===== src/hdl/lkvc_pkg.sv =====
// Shared types and constants for the LRU key-value cache.
package lkvc_pkg;

  localparam int KeyW           = 32;
  localparam int ValW           = 32;
  localparam int CfgW           = 5;
  localparam int DefaultEntries = 16;

  localparam logic [CfgW-1:0] CapResetVal = 5'd16;

  typedef logic signed [KeyW-1:0] key_t;
  typedef logic signed [ValW-1:0] val_t;

  // read_value on a lookup miss
  localparam val_t MissValue = '1;

  typedef enum logic {
    CmdGet = 1'b0,
    CmdPut = 1'b1
  } op_e;

  typedef enum logic [2:0] {
    StIdle,
    StScan,
    StDecide,
    StUpdate,
    StResult
  } ctrl_state_e;

  // controller -> datapath
  typedef struct packed {
    logic ld_item;
    logic sweep_start;
    logic sweep_scan;
    logic decide;
    logic load_out;
  } dp_cmd_t;

  // datapath -> controller
  typedef struct packed {
    logic sweep_done;
    logic need_update;
  } dp_status_t;

endpackage


===== src/hdl/lkvc_ctrl.sv =====
// Sequencing state machine of the LRU key-value cache.
module lkvc_ctrl import lkvc_pkg::*; (
  input  logic       clk_i,
  input  logic       rst_ni,
  input  logic       in_valid_i,
  output logic       in_ready_o,
  output logic       out_valid_o,
  input  logic       out_ready_i,
  input  dp_status_t status_i,
  output dp_cmd_t    cmd_o
);

  ctrl_state_e state_q, state_d;
  logic        out_valid_q, out_valid_d;

  always_comb begin
    state_d = state_q;
    unique case (state_q)
      StIdle: begin
        if (in_valid_i) state_d = StScan;
      end
      StScan: begin
        if (status_i.sweep_done) state_d = StDecide;
      end
      StDecide: begin
        state_d = status_i.need_update ? StUpdate : StResult;
      end
      StUpdate: begin
        if (status_i.sweep_done) state_d = StResult;
      end
      StResult: begin
        if (!out_valid_q) state_d = StIdle;
      end
      default: state_d = StIdle;
    endcase
  end

  always_comb begin
    cmd_o       = '0;
    in_ready_o  = 1'b0;
    out_valid_d = out_valid_q;
    if (out_valid_q && out_ready_i) out_valid_d = 1'b0;
    unique case (state_q)
      StIdle: begin
        in_ready_o = 1'b1;
        if (in_valid_i) begin
          cmd_o.ld_item     = 1'b1;
          cmd_o.sweep_start = 1'b1;
          cmd_o.sweep_scan  = 1'b1;
        end
      end
      StDecide: begin
        cmd_o.decide = 1'b1;
        if (status_i.need_update) cmd_o.sweep_start = 1'b1;
      end
      StResult: begin
        if (!out_valid_q) begin
          cmd_o.load_out = 1'b1;
          out_valid_d    = 1'b1;
        end
      end
      default: ;
    endcase
  end

  always_ff @(posedge clk_i or negedge rst_ni) begin
    if (!rst_ni) begin
      state_q     <= StIdle;
      out_valid_q <= 1'b0;
    end else begin
      state_q     <= state_d;
      out_valid_q <= out_valid_d;
    end
  end

  assign out_valid_o = out_valid_q;

endmodule


===== src/hdl/lkvc_datapath.sv =====
// Entry memory, valid bits, sweep counter and result registers of the cache.
module lkvc_datapath import lkvc_pkg::*; #(
  parameter int Entries = DefaultEntries
) (
  input  logic            clk_i,
  input  logic            rst_ni,
  input  dp_cmd_t         cmd_i,
  output dp_status_t      status_o,
  input  logic            cfg_valid_i,
  input  logic [CfgW-1:0] cfg_data_i,
  input  logic            cmd_in_i,
  input  key_t            key_i,
  input  val_t            value_i,
  output logic            found_o,
  output val_t            read_value_o,
  output logic            evicted_o
);

  localparam int IdxW  = (Entries > 1) ? $clog2(Entries) : 1;
  localparam int RankW = IdxW;
  localparam int CntW  = $clog2(Entries + 1);
  localparam int CmpW  = (CntW > CfgW) ? CntW : CfgW;
  localparam logic [IdxW-1:0] LastIdx = IdxW'(Entries - 1);

  typedef struct packed {
    key_t             key;
    val_t             val;
    logic [RankW-1:0] rank;
  } entry_t;

  entry_t mem [Entries];
  entry_t rd_data_q;
  entry_t wr_data;

  logic [CfgW-1:0]    cap_q;
  logic [Entries-1:0] valid_q;
  logic [CntW-1:0]    occ_q;

  // sweep
  logic            run_q, scan_q, rd_vld_q;
  logic [IdxW-1:0] addr_q, rd_idx_q;

  // item
  logic op_q;
  key_t key_q;
  val_t val_q;

  // scan trackers
  logic             hit_q, free_have_q, lru_have_q;
  logic [IdxW-1:0]  hit_idx_q, free_idx_q, lru_idx_q;
  logic [RankW-1:0] hit_rank_q, lru_rank_q;
  val_t             hit_val_q;

  // decision
  logic [IdxW-1:0]  tgt_q;
  logic             ins_q;
  logic             res_found_q, res_evict_q;
  val_t             res_val_q;

  logic [CmpW-1:0] cap_ext, eff_cap;
  logic            evict;
  logic            ent_valid;

  always_comb begin
    cap_ext = CmpW'(cap_q);
    if (cap_q == '0) eff_cap = CmpW'(1);
    else if (cap_ext > CmpW'(Entries)) eff_cap = CmpW'(Entries);
    else eff_cap = cap_ext;
  end

  assign evict     = (op_q == CmdPut) && !hit_q && (CmpW'(occ_q) >= eff_cap);
  assign ent_valid = valid_q[rd_idx_q];

  assign status_o.sweep_done  = rd_vld_q && (rd_idx_q == LastIdx);
  assign status_o.need_update = hit_q || (op_q == CmdPut);

  // write-back word during the update sweep
  always_comb begin
    wr_data = rd_data_q;
    if (rd_idx_q == tgt_q) begin
      wr_data.rank = '0;
      if (ins_q) wr_data.key = key_q;
      if (op_q == CmdPut) wr_data.val = val_q;
    end else if (ins_q || (rd_data_q.rank < hit_rank_q)) begin
      wr_data.rank = rd_data_q.rank + RankW'(1);
    end
  end

  always_ff @(posedge clk_i) begin
    if (run_q) rd_data_q <= mem[addr_q];
    if (rd_vld_q && !scan_q) mem[rd_idx_q] <= wr_data;
  end

  always_ff @(posedge clk_i or negedge rst_ni) begin
    if (!rst_ni) begin
      cap_q    <= CapResetVal;
      valid_q  <= '0;
      occ_q    <= '0;
      run_q    <= 1'b0;
      scan_q   <= 1'b0;
      rd_vld_q <= 1'b0;
      addr_q   <= '0;
      rd_idx_q <= '0;
    end else begin
      if (cfg_valid_i) cap_q <= cfg_data_i;
      rd_vld_q <= run_q;
      rd_idx_q <= addr_q;
      if (cmd_i.sweep_start) begin
        run_q  <= 1'b1;
        scan_q <= cmd_i.sweep_scan;
        addr_q <= '0;
      end else if (run_q) begin
        addr_q <= addr_q + IdxW'(1);
        if (addr_q == LastIdx) run_q <= 1'b0;
      end
      if (cmd_i.decide && !hit_q && (op_q == CmdPut)) begin
        if (evict) begin
          valid_q[lru_idx_q] <= 1'b1;
        end else begin
          valid_q[free_idx_q] <= 1'b1;
          occ_q <= occ_q + CntW'(1);
        end
      end
    end
  end

  always_ff @(posedge clk_i) begin
    if (cmd_i.ld_item) begin
      op_q  <= cmd_in_i;
      key_q <= key_i;
      val_q <= value_i;
    end
    if (cmd_i.sweep_start && cmd_i.sweep_scan) begin
      hit_q       <= 1'b0;
      free_have_q <= 1'b0;
      lru_have_q  <= 1'b0;
    end else if (rd_vld_q && scan_q) begin
      if (ent_valid && !hit_q && (rd_data_q.key == key_q)) begin
        hit_q      <= 1'b1;
        hit_idx_q  <= rd_idx_q;
        hit_rank_q <= rd_data_q.rank;
        hit_val_q  <= rd_data_q.val;
      end
      if (!ent_valid && !free_have_q) begin
        free_have_q <= 1'b1;
        free_idx_q  <= rd_idx_q;
      end
      if (ent_valid && (!lru_have_q || (rd_data_q.rank > lru_rank_q))) begin
        lru_have_q <= 1'b1;
        lru_idx_q  <= rd_idx_q;
        lru_rank_q <= rd_data_q.rank;
      end
    end
    if (cmd_i.decide) begin
      ins_q       <= !hit_q;
      res_found_q <= hit_q;
      res_evict_q <= evict;
      if (hit_q) tgt_q <= hit_idx_q;
      else if (evict) tgt_q <= lru_idx_q;
      else tgt_q <= free_idx_q;
      if (op_q == CmdPut) res_val_q <= '0;
      else if (hit_q) res_val_q <= hit_val_q;
      else res_val_q <= MissValue;
    end
    if (cmd_i.load_out) begin
      found_o      <= res_found_q;
      read_value_o <= res_val_q;
      evicted_o    <= res_evict_q;
    end
  end

endmodule


===== src/hdl/lru_key_value_cache.sv =====
// Top level of the fully associative LRU key-value cache.
// One word in gives one word out. Each word is handled on its own: the entry memory has a
// single read port, so a scan pass reads every entry once to find a hit, the first free slot
// and the least recently used entry, and on a hit or a put a second pass rewrites every
// entry's age rank; a lookup miss skips that second pass. The next word is taken once the
// previous result sits in the output register, even while that result still waits to be
// taken. The capacity register may be written at any time the block is idle; it is clamped
// to 1..Entries.
module lru_key_value_cache import lkvc_pkg::*; #(
  parameter int Entries = DefaultEntries
) (
  input  logic            clk_i,
  input  logic            rst_ni,
  input  logic            in_valid_i,
  output logic            in_ready_o,
  input  logic            cmd_i,
  input  key_t            key_i,
  input  val_t            value_i,
  output logic            out_valid_o,
  input  logic            out_ready_i,
  output logic            found_o,
  output val_t            read_value_o,
  output logic            evicted_o,
  input  logic            cfg_valid_i,
  output logic            cfg_ready_o,
  input  logic [CfgW-1:0] cfg_data_i
);

  dp_cmd_t    dp_cmd;
  dp_status_t dp_status;

  assign cfg_ready_o = 1'b1;

  lkvc_ctrl u_ctrl (
    .clk_i       (clk_i),
    .rst_ni      (rst_ni),
    .in_valid_i  (in_valid_i),
    .in_ready_o  (in_ready_o),
    .out_valid_o (out_valid_o),
    .out_ready_i (out_ready_i),
    .status_i    (dp_status),
    .cmd_o       (dp_cmd)
  );

  lkvc_datapath #(
    .Entries (Entries)
  ) u_datapath (
    .clk_i        (clk_i),
    .rst_ni       (rst_ni),
    .cmd_i        (dp_cmd),
    .status_o     (dp_status),
    .cfg_valid_i  (cfg_valid_i),
    .cfg_data_i   (cfg_data_i),
    .cmd_in_i     (cmd_i),
    .key_i        (key_i),
    .value_i      (value_i),
    .found_o      (found_o),
    .read_value_o (read_value_o),
    .evicted_o    (evicted_o)
  );

endmodule

===== config.mk =====
export PLATFORM = sky130hd
export DESIGN_NAME = lru_key_value_cache
export DESIGN_NICKNAME = d
export VERILOG_FILES = /design/src/hdl/lkvc_pkg.sv /design/src/hdl/lkvc_ctrl.sv /design/src/hdl/lkvc_datapath.sv /design/src/hdl/lru_key_value_cache.sv
export SDC_FILE = /design/constraint.sdc
export NUM_CORES = 1
export LEC_CHECK = 0
export BUFFER_PORTS_ARGS = -buffer_cell sky130_fd_sc_hd__buf_2
export CAP_MARGIN = 20
export CORE_UTILIZATION = 67
export DETAILED_ROUTE_END_ITERATION = 7
export GPL_TIMING_DRIVEN = 0
export PLACE_DENSITY = 0.84
export REMOVE_ABC_BUFFERS = 1
export SETUP_SLACK_MARGIN = 0.5
export SYNTH_ARGS = -nofsm -noshare
export SYNTH_HDL_FRONTEND = slang
export SYNTH_SLANG_ARGS = --single-unit

===== constraint.sdc =====
create_clock -name clk_i -period 15 [get_ports clk_i]
set_input_delay 1.5 -clock clk_i [delete_from_list [all_inputs] [get_ports clk_i]]
set_output_delay 1.5 -clock clk_i [all_outputs]
set_load 0.02 [all_outputs]

* Word level (Yosys, flattened, before mapping) *
Memory sizes are Yosys's and may differ from the RTL's. A register that Yosys moved wholly into a read port is not among the register bits.
Cells that the tools add are included.

word-level totals
  memories = 1
  bits of input ports = 75
  word-level logic and storage cells = 135
  register bits = 234
  RAM bits = 1,088

cells by class
  reductions and logical operators = 34
  add/subtract/negate cells = 3
  bitwise gates (word level) = 4
  equal/unequal tests = 12
  multiplexer cells = 42
  $lt $le $gt $ge = 9

memory list
  memory          words  width  rd ports  clocked after Yosys merged registers in  wr ports  line                 source
  u_datapath.mem  16     68     1         1                                        1         lkvc_datapath.sv:31  entry_t mem [Entries];

operator list
  operator             count
  $mux 32              3
  $mux 64              1
  $eq 32x32->1         1
  $or 16x16->16        2
  $mux 4               6
  $mux 1               18
  $mux 3               6
  $mux 16              1
  $logic_and 1x1->1    15
  $lt 4x5->1 const B   3
  $pmux 3 s5           1
  $mux 5               2
  $reduce_and 3->1     3
  $add 4x1->4 const B  2
  $demux 1 s4          2
  $eq 4x4->1 const B   2
  $ge 4x1->1 const B   2
  $ne 2x2->1 const B   4
  $reduce_and 2->1     4
  $eq 3x2->1 const B   2
  $add 5x1->5 const B  1
  $ge 5x5->1           1
  $gt 5x5->1 const B   1
  $logic_not 1->1      5
  13 further kinds     16

* Depth between registers and ports, before layout *
  word-level depth = 7
  depth in mapped cells = 11
  depth with buffers taken out = 10

* Hierarchy *
From an unflattened synthesis, not the netlist that was laid out.

second synthesis, totals
  cells, all modules = 2,227
  area total of the unflattened synthesis = 52,982.1 um^2

by module, submodules not included
  module               cells each  times used  area an instance (um^2)
  lkvc_datapath        2,199       1           52,699.3
  lkvc_ctrl            26          1           271.5
  lru_key_value_cache  2           1           11.3

* Least setup slack after synthesis *
No wires, ideal clock.

  kind = reg-to-reg
  from = register u_datapath.scan_q
  to = memory u_datapath.mem[1][0] in the netlist's numbering, enable pin
  stages on the path, launching flop included = 4
  clock period less this slack = 6,250 ps
  arrival time = 5,673 ps
  library setup time = 578 ps
  setup slack = 8,750 ps
  path buffers = 0
  cell sequence = dfrtp_1 nand2b_1 or3b_2 nor3_1

between the ends
  cells in the longest elaborated chain, start to end = 4

ends and longest elaborated chain
  what                          line                  source
  start, declared               lkvc_datapath.sv:40   logic run_q, scan_q, rd_vld_q;
  start signal, assigned        lkvc_datapath.sv:110  scan_q <= cmd_i.sweep_scan;
  $logic_not 1->1               lkvc_datapath.sv:91   if (rd_vld_q && !scan_q) mem[rd_idx_q] <= wr_data;
  $logic_and 1x1->1             lkvc_datapath.sv:91
  $mux 1                        lkvc_datapath.sv:91
  $mux 1 (not written as such)  lkvc_datapath.sv:91
  end, declared                 lkvc_datapath.sv:31

No other way between the ends.

* Worst setup path in the final report *
  from = register u_datapath.rd_idx_q[0]
  to = register u_datapath.hit_val_q[23], enable pin

between the ends
  cells in the longest elaborated chain, start to end = 5

ends and longest elaborated chain
  what                            line                  source
  start, declared                 lkvc_datapath.sv:41   logic [IdxW-1:0] addr_q, rd_idx_q;
  start signal, assigned          lkvc_datapath.sv:107  rd_idx_q <= addr_q;
  $bmux 1 s4                      lkvc_datapath.sv:72   assign ent_valid = valid_q[rd_idx_q];
  $mux 1 (not written as such)    lkvc_datapath.sv:72
  $logic_and 1x1->1 (2 in a row)  lkvc_datapath.sv:138  if (ent_valid && !hit_q && (rd_data_q.key == key_q)) begin
  $reduce_and 3->1 (no line)      --
  end signal, assigned            lkvc_datapath.sv:142  hit_val_q <= rd_data_q.val;
  end, declared                   lkvc_datapath.sv:52   val_t hit_val_q;

No other way between the ends. The select of a mux whose other input is x is not followed.
A chain may end at the register's enable or synchronous reset.

==> report_table.html <==
<table>
<tr><th>Metric</th><th>Value</th></tr>
<tr><th colspan="2">Min path</th></tr>
<tr><td>Class of the tightest hold or removal check</td><td>reg2reg</td></tr>
<tr><th colspan="2">Logic synthesis</th></tr>
<tr><td>Synth async-reset ratio</td><td>2.95%</td></tr>
<tr><td>Count of yosys warnings during synthesis</td><td>0</td></tr>
<tr><td>Gate count after technology mapping</td><td>2241</td></tr>
<tr><td>Most common flop cell mapped by yosys</td><td>sky130_fd_sc_hd__edfxtp_1</td></tr>
<tr><td>Netlist area before placement</td><td>0.0529 mm^2</td></tr>
<tr><td>Synth Register Bits</td><td>1390</td></tr>
<tr><td>Number of distinct library cells after synthesis</td><td>54</td></tr>
<tr><td>Share of the yosys chip area belonging to registers</td><td>78.5%</td></tr>
<tr><td>Syn avg cell area</td><td>23.6 um^2</td></tr>
<tr><td>Number of flops mapped to enable cells by yosys</td><td>1346</td></tr>
<tr><th colspan="2">Drt</th></tr>
<tr><td>Antenna Violating Nets Remaining</td><td>0</td></tr>
<tr><td>Detailed router's first-iteration violation count</td><td>3983</td></tr>
<tr><td>Ratio of routed vias to standard cells</td><td>7.36</td></tr>
<tr><td>Routed WL per cell</td><td>38.6 um</td></tr>
<tr><td>Detailed-route DRC error count</td><td>0</td></tr>
<tr><td>Wire length after detailed routing</td><td>140000 um</td></tr>
<tr><td>Drt pass-1 iters</td><td>6</td></tr>
<tr><td>Vias</td><td>26700</td></tr>
<tr><th colspan="2">CTS</th></tr>
<tr><td>Clock edge transition at the registers on the reported setup and hold paths</td><td>0.06 ns</td></tr>
<tr><td>Number of resized instances in the post-cts repair step</td><td>0</td></tr>
<tr><td>Clk root buf</td><td>sky130_fd_sc_hd__clkbuf_16</td></tr>
<tr><td># H-tree levels</td><td>4</td></tr>
<tr><td>Buffers inserted by post-CTS timing repair</td><td>0</td></tr>
<tr><td>Clock tree from TritonCTS</td><td>yes</td></tr>
<tr><td>Clock latency on the worst-skew pair</td><td>0.75 ns</td></tr>
<tr><td>Clock sink count</td><td>1390</td></tr>
<tr><td>Num CTS Buffers</td><td>134</td></tr>
<tr><td>Cts-stage hold buffer count</td><td>0</td></tr>
<tr><td>Maximum number of buffers from clock root to sink</td><td>3</td></tr>
<tr><th colspan="2">Timing</th></tr>
<tr><td>Slack of the critical path</td><td>11.29 ns</td></tr>
<tr><td>Crit share post-route</td><td>24.7%</td></tr>
<tr><td>Clock period minus final worst setup slack</td><td>3.71 ns</td></tr>
<tr><td>Unrepaired setup endpoints after global routing</td><td>no</td></tr>
<tr><td>Max-slew headroom</td><td>28.8%</td></tr>
<tr><td>Transition time at the pin with the least slew margin</td><td>1.06 ns</td></tr>
<tr><td>Final number of hold-violating endpoints</td><td>0</td></tr>
<tr><td>Max Clock Skew</td><td>0.0473 ns</td></tr>
<tr><td>Final count of pins violating max slew</td><td>0</td></tr>
<tr><td>Final setup violation count</td><td>0</td></tr>
<tr><td>F_max</td><td>0.270 GHz</td></tr>
<tr><th colspan="2">Critical path</th></tr>
<tr><td>Type of destination of the critical path</td><td>register</td></tr>
<tr><td>Crit path arrival time</td><td>4.12 ns</td></tr>
<tr><td>Critical path's largest stage delay</td><td>0.87 ns</td></tr>
<tr><td>Critical path required time</td><td>15.41 ns</td></tr>
<tr><td>Kind of cell with the highest combined delay on the critical path</td><td>simple AND/OR/NAND/NOR gates</td></tr>
<tr><td>Critical-path cell with the highest stage delay</td><td>sky130_fd_sc_hd__nor3_2</td></tr>
<tr><td>Worst Path Class, Setup</td><td>reg2reg</td></tr>
<tr><td>Worst-path fanout max</td><td>13</td></tr>
<tr><td>CP Cell Sequence</td><td>mux4_2, mux2i_1, mux2i_1, nand4_1, nor3_2, buf_6, buf_6</td></tr>
<tr><td>Startpoint class of the critical path</td><td>register</td></tr>
<tr><td>Bufs and invs on worst path</td><td>2</td></tr>
<tr><th colspan="2">Cells and area</th></tr>
<tr><td>Leading cell type in the layout, fill and taps excluded</td><td>sky130_fd_sc_hd__edfxtp_1</td></tr>
<tr><td>Nets</td><td>2579</td></tr>
<tr><td>Fill cell instance count of the final layout</td><td>3550</td></tr>
<tr><td>Layout-stage area growth over the synthesis result</td><td>14.5%</td></tr>
<tr><td>Highest-count cells in the layout ignoring fill and taps</td><td>1346 x sky130_fd_sc_hd__edfxtp_1, 344 x sky130_fd_sc_hd__mux4_2, 139 x sky130_fd_sc_hd__clkbuf_16</td></tr>
<tr><td>Layout cells sized above 1</td><td>32.6%</td></tr>
<tr><td># diodes</td><td>0</td></tr>
<tr><td>Utilization after layout</td><td>77.8%</td></tr>
<tr><th colspan="2">Die</th></tr>
<tr><td>Total Die Area</td><td>0.0801 mm^2</td></tr>
<tr><td>Die outline width</td><td>283 um</td></tr>
<tr><td>Number of top-level pins</td><td>112</td></tr>
<tr><td>Height of the die</td><td>283 um</td></tr>
<tr><td>Number of standard-cell rows in the floorplan</td><td>102</td></tr>
<tr><td>Area of the core</td><td>0.0778 mm^2</td></tr>
<tr><td>Initial Utilization</td><td>68.0%</td></tr>
<tr><th colspan="2">Pwr</th></tr>
<tr><td>Leakage power</td><td>0.0199 uW</td></tr>
<tr><td>Total power divided by cell area</td><td>194 mW/mm^2</td></tr>
<tr><td>Maximum vdd ir drop</td><td>0.181 mV</td></tr>
<tr><th colspan="2">Global routing</th></tr>
<tr><td>Via count of the first global-routing pass</td><td>27800</td></tr>
<tr><td>Global-route congestion overflow total</td><td>0</td></tr>
<tr><td>Pin count of the biggest net entering global routing</td><td>55</td></tr>
<tr><td>Number of antenna violations at the first check in global routing</td><td>0</td></tr>
<tr><td>Total track usage</td><td>35.9%</td></tr>
<tr><td>Wire length of the first global-routing pass</td><td>200000 um</td></tr>
<tr><th colspan="2">Run status</th></tr>
<tr><td>Run status</td><td>finished clean</td></tr>
<tr><th colspan="2">Placed design</th></tr>
<tr><td>Worst setup slack before clock tree synthesis</td><td>11.17 ns</td></tr>
<tr><td>Final HPWL from detailed placement</td><td>73500 um</td></tr>
<tr><td>IO Port Bufs</td><td>110</td></tr>
<tr><td>Final Wtd Congestion</td><td>0.780</td></tr>
<tr><th colspan="2">Run</th></tr>
<tr><td>Number of maximum-capacitance constraint violations</td><td>0</td></tr>
</table>
Yosys cell counts, types with 4 or more instances:
master	instances	area [um^2]
sky130_fd_sc_hd__a31oi_1	5	31.3
sky130_fd_sc_hd__mux4_2	344	7750
sky130_fd_sc_hd__xnor2_1	24	210
sky130_fd_sc_hd__a311o_1	6	60.1
sky130_fd_sc_hd__clkbuf_1	43	161
sky130_fd_sc_hd__nor4_1	6	37.5
sky130_fd_sc_hd__a21o_1	10	75.1
sky130_fd_sc_hd__buf_1	12	45.0
sky130_fd_sc_hd__o21ai_0	12	60.1
sky130_fd_sc_hd__a21oi_1	39	195
sky130_fd_sc_hd__mux2i_1	5	50.1
sky130_fd_sc_hd__mux2_2	9	101
sky130_fd_sc_hd__nor3_1	16	80.1
sky130_fd_sc_hd__xor2_1	21	184
sky130_fd_sc_hd__inv_1	49	184
sky130_fd_sc_hd__nand4_1	10	62.6
sky130_fd_sc_hd__buf_4	8	60.1
sky130_fd_sc_hd__nand2_1	19	71.3
sky130_fd_sc_hd__ha_1	15	188
sky130_fd_sc_hd__buf_2	27	135
sky130_fd_sc_hd__nand3_1	11	55.1
sky130_fd_sc_hd__nand2b_1	10	62.6
sky130_fd_sc_hd__a22o_1	4	35.0
sky130_fd_sc_hd__edfxtp_1	1346	40400
sky130_fd_sc_hd__nor2b_1	8	50.1
sky130_fd_sc_hd__buf_6	12	135
sky130_fd_sc_hd__nor2_1	33	124
sky130_fd_sc_hd__dfrtp_1	40	1000
sky130_fd_sc_hd__mux2_4	60	901
area by class of cell:
cell class / instances / area, um^2 / area share, %
Clock buffer: 164 / 3570 / 5.90
Multi-Input combinational cell: 700 / 10800 / 17.8
Sequential cell: 1390 / 41500 / 68.6
Clock inverter: 76 / 713 / 1.18
Timing Repair Buffer: 214 / 2460 / 4.06
Tap cell: 1040 / 1300 / 2.15
Inverter: 49 / 186 / 0.308
power by group:
part | internal [uW] | switching [uW]
clock network | 1910 | 1500
registers | 5150 | 320
logic | 1310 | 1580
stage by stage:
stage	hold slack (ns)	setup TNS (ns)	instance area (um^2)	std cells	power [uW]
4_1_cts	0.412	0	60600	3633	11700
6_report	0.408	0	60600	3633	11800
2_1_floorplan	0.400	0	52400	2139	7950
5_1_grt	0.427	0	60600	3633	12000
3_3_place_gp	0.400	-58.75	54200	3289	8920
3_5_place_dp	0.405	0	56300	3393	8220
worst reg2reg max path, stage by stage (launching register included):
cell	delay (ns)
sky130_fd_sc_hd__dfrtp_1	0.79
sky130_fd_sc_hd__mux4_2	0.38
sky130_fd_sc_hd__mux2i_1	0.08
sky130_fd_sc_hd__mux2i_1	0.43
sky130_fd_sc_hd__nand4_1	0.37
sky130_fd_sc_hd__nor3_2	0.88
sky130_fd_sc_hd__buf_6	0.29
sky130_fd_sc_hd__buf_6	0.19
sequential cells by signal, indices dropped and copies added, names as in the netlist, 5 cells and up:
signal and cells:
u_datapath.mem 1088, u_datapath.valid_q 16, u_datapath.rd_data_q 68, u_datapath.res_val_q 32, u_datapath.occ_q 5, u_datapath.read_value_o 32, u_datapath.cap_ext 5, u_datapath.hit_val_q 32
u_datapath.val_q 32, u_datapath.key_q 32
path summary, 6_finish.rpt:
check,startpoint,to,slack (ns),cells after the start
max reg2reg,u_datapath.rd_idx_q[0],u_datapath.hit_val_q[23],11.29,7
min in group asynchronous,rst_ni,u_datapath.valid_q[12],0.93,1
min,u_datapath.res_val_q[23],u_datapath.read_value_o[23],0.41,0
min reg2reg,u_datapath.res_val_q[23],u_datapath.read_value_o[23],0.41,0
max in group asynchronous,rst_ni,u_datapath.addr_q[1],13.36,1
max,u_datapath.rd_idx_q[0],u_datapath.hit_val_q[23],11.29,7
metal layers:
layer  GRT usage, %  share of wire, %
met1           46.0                33
met5              0                 0
met4           17.5               5.3
met3           6.42               9.8
met2           60.4                52
cells by family after synthesis:
group,share of synthesized area [%]
xor gates and xnor gates,0.745
AOI/OAI and AO/OA,1.13
and+or+nand+nor,1.31
adders and majority gates,0.355
other,0.00709
DFF,78.5
buffers and inverters,1.36
muxes,16.6
(Power assumes the default switching activity.)
